[config.mk]
export PLATFORM = sky130hd
export DESIGN_NAME = srie_front
export DESIGN_NICKNAME = d
export VERILOG_FILES = /design/src/sv/srie_pkg.sv /design/src/sv/srie_front.sv
export SDC_FILE = /design/constraint.sdc
export NUM_CORES = 1
export LEC_CHECK = 0
export BUFFER_PORTS_ARGS = -buffer_cell sky130_fd_sc_hd__buf_2
export CAP_MARGIN = 20
export CORE_ASPECT_RATIO = 0.9
export CORE_MARGIN = 3
export CORE_UTILIZATION = 52
export DETAILED_ROUTE_END_ITERATION = 8
export PLACE_DENSITY = 0.92
export SLEW_MARGIN = 20
export SYNTH_ARGS = -nofsm -noshare
export SYNTH_HDL_FRONTEND = slang
export SYNTH_SLANG_ARGS = --single-unit
[constraint.sdc]
create_clock -name clk_i -period 4.3 [get_ports clk_i]
set_clock_uncertainty 0.05 [all_clocks]
set_input_delay 0.43 -clock clk_i [delete_from_list [all_inputs] [get_ports clk_i]]
set_output_delay 0.43 -clock clk_i [all_outputs]
set_load 0.005 [all_outputs]
[src/sv/srie_pkg.sv]
// Shared types and constants for the small RISC instruction executor.
package srie_pkg;

  typedef enum logic [3:0] {
    OP_ADD  = 4'd0,
    OP_SUB  = 4'd1,
    OP_MUL  = 4'd2,
    OP_MOVI = 4'd3,
    OP_JEQ  = 4'd4,
    OP_AND  = 4'd5,
    OP_XORI = 4'd6,
    OP_JMP  = 4'd7,
    OP_LSL  = 4'd8,
    OP_LSR  = 4'd9,
    OP_MOVR = 4'd10,
    OP_MOVM = 4'd11
  } op_e;

  localparam int unsigned OpLsb = 28;
  localparam int unsigned OutAddrW = 10;
  localparam int unsigned OutPcW = 11;

  typedef struct packed {
    logic        halt;
    logic        nop;
    logic [3:0]  op;
    logic [4:0]  r1;
    logic [4:0]  r2;
    logic [4:0]  r3;
    logic [17:0] imm;
    logic [12:0] shamt;
    logic [27:0] jaddr;
  } dec_t;

endpackage

[src/sv/srie_front.sv]
// Front end: accepts instruction beats, decodes them and queues them for execution.
module srie_front import srie_pkg::*; (
  input  logic        clk_i,
  input  logic        rst_ni,
  input  logic        in_valid_i,
  output logic        in_ready_o,
  input  logic [31:0] instr_i,
  output logic        dec_valid_o,
  input  logic        dec_ready_i,
  output dec_t        dec_o
);

  dec_t       q_mem [2];
  logic       wp_q, rp_q;
  logic [1:0] cnt_q;
  dec_t       d;
  logic       push, pop;

  always_comb begin
    d.halt  = (instr_i == 32'd0);
    d.op    = instr_i[31:OpLsb];
    d.nop   = (instr_i[31:OpLsb] > OP_MOVM);
    d.r1    = instr_i[27:23];
    d.r2    = instr_i[22:18];
    d.r3    = instr_i[17:13];
    d.imm   = instr_i[17:0];
    d.shamt = instr_i[12:0];
    d.jaddr = instr_i[27:0];
  end

  assign in_ready_o  = (cnt_q != 2'd2);
  assign dec_valid_o = (cnt_q != 2'd0);
  assign dec_o       = q_mem[rp_q];
  assign push        = in_valid_i && in_ready_o;
  assign pop         = dec_valid_o && dec_ready_i;

  always_ff @(posedge clk_i) begin
    if (push) q_mem[wp_q] <= d;
  end

  always_ff @(posedge clk_i or negedge rst_ni) begin
    if (!rst_ni) begin
      wp_q  <= 1'b0;
      rp_q  <= 1'b0;
      cnt_q <= 2'd0;
    end else begin
      if (push) wp_q <= ~wp_q;
      if (pop) rp_q <= ~rp_q;
      cnt_q <= cnt_q + 2'(push) - 2'(pop);
    end
  end

endmodule

==> flow_summary.yaml <==
sta:
  period_share_pct: 58.3
  setup-tns-final_ns: 0
  rsz0062_at_grt: "no"
  fmax_ghz: 0.399
  period_needed_ns: 2.51
  hold_viol: 0
  slew-limit-headroom_pct: 33.9
  drv_slew: 0
  setup_viol: 0
  fin_ws_ns: 1.79
  tightest_slew_ns: 0.989
cts:
  cts_buffer_depth: 2
  clk_pin_slew_worst_paths_ns: 0.07
  cts_tree: "yes"
  htreeDepth: 3
  cts_buffers: 9
  cts_resized: 0
  clkLatencyLatePin_ns: 0.33
  clkSinkCount: 72
  cts_root_buf: "clkbuf_8"
global_routing:
  grt_pass1_wl_um: 8180
  gr-usage-met3_pct: 7.05
  use_met1_pct: 17.7
  grt.overflow.total: 0
  track_usage_pct: 16.1
  grt-busiest-layer: "met2"
  grt_max_degree: 35
  first_global_vias: 1685
  antenna_found_initial: 0
  use_met2_pct: 28.2
power:
  power_switching_mw: 0.712
  pwr-share-seq_pct: 42.5
  swShare_pct: 29.1
  p_clk_share_pct: 23.5
  ir_drop_mv: 0.326
  power_frac_comb_pct: 34.0
  p_leak_nw: 1.45
  power_density_nw_per_um2: 671
  internal-power_mw: 1.74
  total_power_mw: 2.45
setup_path:
  worstPathCellList: "buf_4 > mux2_2 > buf_2"
  cp_slowest_cell: "dfrtp_1"
  endpoint_kind: "output pin"
  crit_path_max_incr_delay_ns: 0.75
  cpLargestDelayFamily: "flip-flops"
  critical_path_buf_inv_count: 2
  setup.worst_path.start_class: "flip-flop"
  critPathKind: "flip-flop to output pin"
  cp.arrival_ns: 2.03
  critPathRequiredTime_ns: 3.82
  path_max_fanout: 20
yosys:
  synthMostInstantiatedCell: "edfxtp_1"
  synthTopCellsByArea: "edfxtp_1 66%, mux2_2 12%, buf_4 11%, dfrtp_1 3.2%, nor4_1 1.6%"
  syn_nets: 223
  ys.flop_type: "edfxtp_1"
  synth_enable_flop_cells: 68
  yosys.area.top_type: "edfxtp_1"
  yosys_warnings: 0
  syn_area_per_cell_um2: 16.6
  yosys-top-cells-count: "68 x edfxtp_1, 46 x buf_4, 34 x mux2_2, 8 x nor4_1"
  ys_ff_latch: 72
  synth_top_area_share_pct: 66.0
  syn_inst: 186
  ys_seq_area_share_pct: 69.2
  yosysUniqueCellTypes: 21
  synthArstFlopShare_pct: 5.56
  syn_area_um2: 3100
detailed_routing:
  first_pass_iters: 4
  via_per_inst: 5.01
  drt_iter0_drc: 67
  ant_nets: 0
  routed_wl_um: 5540
  vias: 1707
  wl_per_cell_um: 16.2
  route.detailed.drc: 0
floorplan:
  pin_count: 118
  die_h_um: 79.2
  fp.dieArea_um2: 6920
  start_util_pct: 54.1
  core_area_um2: 5730
  die_w_um: 87.3
  fp-row-count: 26
cells_and_area:
  fillers: 434
  multi_input_area_um2: 596
  final_cells: 341
  n_antenna_cell: 0
  postLayoutCoreUtil_pct: 63.7
  synthToLayoutAreaGrowth_pct: 17.9
  layout-drive-gt1-share_pct: 63.5
  seq_area_um2: 2140
  nNetsFinal: 303
place:
  gp_congestion: 0.734
  port_buffers: 117
  place_inst: 324
  dp_worst_setup_slack_ns: 2.11
  place_hpwl_um: 3900
run:
  maxCapViolations: 0
min_path:
  hp-class: "primary input to flip-flop"
status:
  status: "finished, final reports clean"
==> timing repair <==
item | CTS | global route
hold buffers | 1 | 0
setup buffers | 0 | 0
hold endpoints to repair | 4 | 0
==> cell type report <==
class / count / area share, %
timing repair buffer: 119 / 16.5
clock inverter: 5 / 2.19
clock buffer: 11 / 3.87
tap: 70 / 2.40
multi-input combinational: 64 / 16.3
sequential: 72 / 58.7
==> path summary, 6_finish.rpt <==
kind | slack (ns) | depth (start not counted) | endpoint | start
worst max-delay path | 1.79 | 3 | dec_o[0] | rp_q
worst min-delay path | 0.25 | 1 | q_mem[0][49] | instr_i[8]
worst max register to register | 2.34 | 3 | q_mem[0][45] | cnt_q[0]
worst min register to register | 0.50 | 1 | wp_q | wp_q
max in group asynchronous | 3.69 | 2 | cnt_q[1] | rst_ni
min in group asynchronous | 0.38 | 2 | rp_q | rst_ni
==> power groups by stage <==
stage / clock (mW) / sequential (mW) / combinational, mW
after floorplan: 0 / 1.01 / 0.718
after global placement: 0 / 1.05 / 0.830
final: 0.575 / 1.04 / 0.834
after CTS: 0.586 / 1.04 / 0.855
after global routing: 0.620 / 1.06 / 0.924
after detailed placement: 0 / 1.06 / 0.850
==> state kept, by name, indices dropped and copies added (netlist names) <==
name	cells
wp_q	1
rp_q	1
q_mem	68
cnt_q	2
==> worst reg2reg max path, delay by kind of cell (launching register included) <==
kind / cells / cell delay (ns)
flops: 1 / 0.44
simple gates: 3 / 1.07
==> layout by cell type, fill, tap and decap left out, types with 3 or more instances in the layout <==
master,synthesis,routed
edfxtp_1,68,68
dfrtp_1,4,4
nor4_1,8,8
xnor2_1,3,3
mux2_2,34,34
nor2_1,4,3
buf_2,4,117
clkbuf_8,0,10
==> per-stage QoR <==
step,area (um^2),hold slack [ns]
after global routing,3650,0.222
after detailed placement,3420,0.200
final,3650,0.251
after floorplan,3100,0.0844
after CTS,3650,0.237
after global placement,3420,0.200
==> logic make-up after synthesis <==
logic type                 count (synthesis)  synth area share, %
xor gates and xnor gates                   3                0.849
AOI/OAI and AO/OA                          3                0.970
adders and majority gates                  1                0.404
and+or+nand+nor                           23                 4.41
DFF                                       72                 69.2
buffers and inverters                     50                 11.8
muxes                                     34                 12.4
==> routing by layer <==
layer  wire length (um)  vias up
li1                   -      810
met5                  0        -
met2               2960       73
met3                449        8
met4                 55        0
met1               2070      816
(Power assumes the default switching activity.)
